==> src/rtl/ffba_ram.sv <==
`default_nettype none

// Simple dual-port RAM: one write port, one read port with registered data.
// A read of the address written in the same cycle returns the old contents.
module ffba_ram #(
	parameter int WIDTH = 8,
	parameter int DEPTH = 16
) (
	input  wire logic                                       clk,
	input  wire logic                                       we,
	input  wire logic [((DEPTH > 1) ? $clog2(DEPTH) : 1)-1:0] waddr,
	input  wire logic [WIDTH-1:0]                           wdata,
	input  wire logic                                       re,
	input  wire logic [((DEPTH > 1) ? $clog2(DEPTH) : 1)-1:0] raddr,
	output logic      [WIDTH-1:0]                           rdata
);

	logic [WIDTH-1:0] mem [DEPTH];

	always_ff @(posedge clk) begin
		if (we) begin
			mem[waddr] <= wdata;
		end
		if (re) begin
			rdata <= mem[raddr];
		end
	end

endmodule

`default_nettype wire

==> config.mk <==
export PLATFORM = sky130hd
export DESIGN_NAME = ffba_ram
export DESIGN_NICKNAME = d
export VERILOG_FILES = /design/src/rtl/ffba_ram.sv
export SDC_FILE = /design/constraint.sdc
export NUM_CORES = 1
export LEC_CHECK = 0
export BUFFER_PORTS_ARGS = -buffer_cell sky130_fd_sc_hd__buf_2
export CAP_MARGIN = 15
export CORE_ASPECT_RATIO = 1.4
export CORE_UTILIZATION = 54
export DETAILED_ROUTE_END_ITERATION = 12
export PLACE_DENSITY = 0.71
export SYNTH_ARGS = -nofsm -noshare
export SYNTH_HDL_FRONTEND = slang
export SYNTH_SLANG_ARGS = --single-unit
==> constraint.sdc <==
create_clock -name clk -period 1.6 [get_ports clk]
set_input_delay 0.24 -clock clk [delete_from_list [all_inputs] [get_ports clk]]
set_output_delay 0.24 -clock clk [all_outputs]
set_load 0.01 [all_outputs]
# Yosys cells after proc, flatten, opt, wreduce, memory -nomap -nowiden
# Memories as Yosys holds them, arrays and structs flattened. A register that Yosys moved wholly into a read port is not among the register bits.
# Index checks and enable logic that the tools add are counted.
dict set report classes {
  muxes 2
}
# operator count
set ops {}
lappend ops {{two-way mux 1 bit} 2}
dict set report word_totals {
  reg_bits 0
  mem_bits_rw 128
  in_bits 19
  output_inout_bits 8
  wordCells 3
  mem_count 1
}
# memory depth word_bits read_ports rd_clocked_by_memory_dff wr line_no
set memory_table {}
lappend memory_table {mem 16 8 1 1 1 18} ;# logic [WIDTH-1:0] mem [DEPTH];

# Longest topological paths before layout
dict set report depth {
  word_depth 2
  ltp_mapped 5
  ltp_nobuf 3
}

# Worst setup path before layout
# OpenSTA, ideal clock, no wires.
dict set report synth_timing {
  path_type {input to register}
  startpoint {in waddr[2] in the netlist's numbering}
  endpoint {mem mem[0][0], enable pin}
  setup_time_ps 383
  arrival_time_ps 1350
  required_time_ps 1217
  setup_slack_ps -133
  path_stages 2
  n_path_buf 0
  path_cell_list {or3b_2 nor3_1}
}
# element line_no
set synth_lines {}
lappend synth_lines {{from (decl)} 11} ;# input wire logic [((DEPTH > 1) ? $clog2(DEPTH) : 1)-1:0] waddr,
lappend synth_lines {{to (decl)} 18}
# Straight into the memory's write port.

==> metrics.md <==
| Metric | Value |
|---|---|
| Outcome | finished, final reports clean |
| Slew HR | 51.6% |
| Row count | between 40 and 50 |
| Final-report hold violation count | 0 |
| IO Pins | 27 |
| Min-Delay Path Class | input pin to flip-flop |
| Die Y | 118 um |
| Post-cts resize count | 0 |
| Peak VDD IR | 0.797 mV |
| CTS Buffer Depth | 2 |
| Placed cells | 382 |
| DRC Markers | 0 |
| Hold Buf Count CTS | 0 |
| I/O Buffers | 26 |
| Detailed Route WL | 10.2 mm |
| Most frequent cells in the layout | edfxtp_1 (136), buf_2 (26), buf_4 (24), mux4_2 (18), clkbuf_16 (17) |
| Beginning of the worst hold path | re |
| Highest clock rate | 0.676 GHz |
| Sequential-to-total area share from yosys stat | 78.1% |
| Max-cap violations | 0 |
| H-tree Lvls | 4 |
| Largest cells by area after synthesis | edfxtp_1 (78%), mux4_2 (7.8%), mux4_1 (7.0%) |
| Synth Area in Simple Gates | 3.14% |
| Yosys cell types | 18 |
| CTS tree | built |
| Switching power | 1.61 mW |
| Setup TNS | 0 ps |
| Sw frac | 19.6% |
| Lkg Pwr | 2.15 nW |
| CP Launch Type | flip-flop |
| Unrepaired setup endpoints after global routing | no |
| Critical path startpoint | mem[1][0] |
| Fin cells | ~410 |
| Routed via count | 2560 |
| First-pass GRT wire length | roughly 15 mm |
| DP Wirelength | 6.46 mm |
| Ant diodes | 0 |
| Critical Path AT | 1630 ps |
| Clk sinks | 136 |
| Root buf cell | clkbuf_16 |
| Die Area | 10100 um^2 |
| Pin count of the biggest net entering global routing | 17 |
| GRT Resource Usage Total | between 20% and 30% |
| RePlAce Congestion | 0.808 |
| Worst-Margin Slew | 723 ps |
| Mapped Cells | 229 |
| Commonest non-fill, non-tap cell in the layout | edfxtp_1 |
| Post-route ant nets | 0 |
| Vias in the first global route | 2636 |
| Hold Crit Depth | 1 |
| Fin nets | between 300 and 400 |
| Syn_nets | roughly 250 |
| Mapped cell area | approximately 5200 um^2 |
| Clk pin slew, worst setup/hold paths | about 60 ps |
| Clk_lat worst skew | 400 ps |
| Largest family of logic cells by synthesized area | multiplexers |
| DR iter-0 viols | ~260 |
| CP required | roughly 1800 ps |
| Crit Path Max Fanout | 1 |
| Fin crit share | 92.4% |
| Setup crit end kind | flip-flop |
| Flop-to-flop setup slack | 120 ps |
| R2R depth | 3 |
| Total setup buffers inserted after CTS | 0 |
| Comb pwr share | 4.7% |
| Clock Skew | between 7 and 8 ps |
| Complex-gate fraction of the synthesized area | under 10% |
| Area delta synth->final | 19.4% |
| GRT overflow | 0 |
| WS Path Type | flip-flop to flip-flop |
| Synth Warn # | 0 |
| Syn avg cell area | 22.8 um^2 |
| Area leader, netlist | edfxtp_1 |
| Seq pwr share | around 49% |
| Min-Delay Endpoint | rdata[1] |
| Synthesized flop and latch total | 136 |
| Mux contribution to synthesized area | ~15% |
| Drt first pass iters | 5 |
| Width of the die | approximately 85 um |
| XOR/XNOR Fraction of Synth Area | 0% |
| Initial Util | 55.6% |
| Core area | roughly 9400 um^2 |
| Synth Area in Adders | 0% |
| Max Slew Vio Count | 0 |
| Post-layout minimum cycle time | 1480 ps |
| # setup viols final | 0 |
| Top-area cell type share of the netlist area | 78.1% |
| RR Startpoint | mem[1][0] |
| Layout cells sized above 1 | 33.6% |
| Fillers | 592 |
| Avg WL per Cell | roughly 25 um |
| Pwr Density | 1320 nW/um^2 |
| Initial antenna violation count | 0 |
| Clk pwr share | 46.2% |
| Vias/cell | 6.18 |
| R2R Path End | rdata[0] |
| Num CTS Buffers | 17 |
| Internal Power | 6.61 mW |
-- stage by stage --
step	setup WS, ps	utilization [%]	power [mW]	hold slack [ps]	instance area [um^2]
after floorplan	77.6	-	4.32	339	5230
after global placement	-173	60.1	4.48	624	5650
after detailed placement	-171	60.1	4.50	624	5650
after CTS	118	66.3	8.29	199	6240
after global routing	54.5	66.3	8.46	196	6240
final	121	66.3	8.23	214	6240
-- metal layers --
layer	global-route usage, %	vias to the layer above	routed length (um)
met5	0	-	0
met4	7.63	0	63
met3	6.56	2	593
met2	36.6	123	5410
met1	28.7	1330	4120
li1	-	1105	-
-- kinds of logic after synthesis --
| family | Yosys count |
|---|---|
| and+or+nand+nor | 35 |
| muxes | 32 |
| buffers and inverters | 10 |
| AOI/OAI and AO/OA | 16 |
| DFF | 136 |
-- layout make-up --
| class | count | area (um^2) | share of cell area, % |
|---|---|---|---|
| sequential | 136 | 4080 | 65.4 |
| multi-input combinational | 83 | 1060 | 17.0 |
| clock buffer | 18 | 429 | 6.88 |
| timing repair buffer | 53 | 370 | 5.93 |
| clock inverter | 14 | 158 | 2.53 |
| tap | 110 | 138 | 2.21 |
-- synth_stat cells --
library cell	n
nand2b_1	2
clkdlybuf4s25_2	3
or3b_2	1
nand2_1	9
and2b_1	1
mux4_2	18
nor2b_1	1
buf_2	3
mux4_1	14
buf_6	3
and2_1	1
nand3_1	1
nor2_1	13
nand3b_1	2
buf_4	1
a22oi_1	16
edfxtp_1	136
nor3_1	4
-- worst max-delay path: stages, from the launching register on --
cell and delay, ps:
edfxtp_1 360, mux4_1 530, a22oi_1 250, nand2_1 80
-- how the worst max path moves through the flow --
stage / end / slack [ps] / cells after the start
2_1_floorplan: rdata[1] / 80 / 5
3_3_place_gp: rdata[2] / -170 / 5
3_5_place_dp: rdata[2] / -170 / 5
4_1_cts: rdata[0] / 120 / 3
5_1_grt: rdata[2] / 50 / 3
6_report: rdata[0] / 120 / 3
-- power by group through the flow --
stage          Clock [mW]  Combinational [mW]  Sequential (mW)
2_1_floorplan           0               0.203             4.11
3_3_place_gp            0               0.378             4.11
3_5_place_dp            0               0.390             4.11
4_1_cts              3.86               0.394             4.04
5_1_grt              4.00               0.419             4.04
6_report             3.80               0.389             4.04
-- sequential cells by signal, indices dropped and copies added (netlist names) --
| register | cells |
|---|---|
| rdata | 8 |
| mem | 128 |
Note: power is estimated with default switching activity, not from simulation.
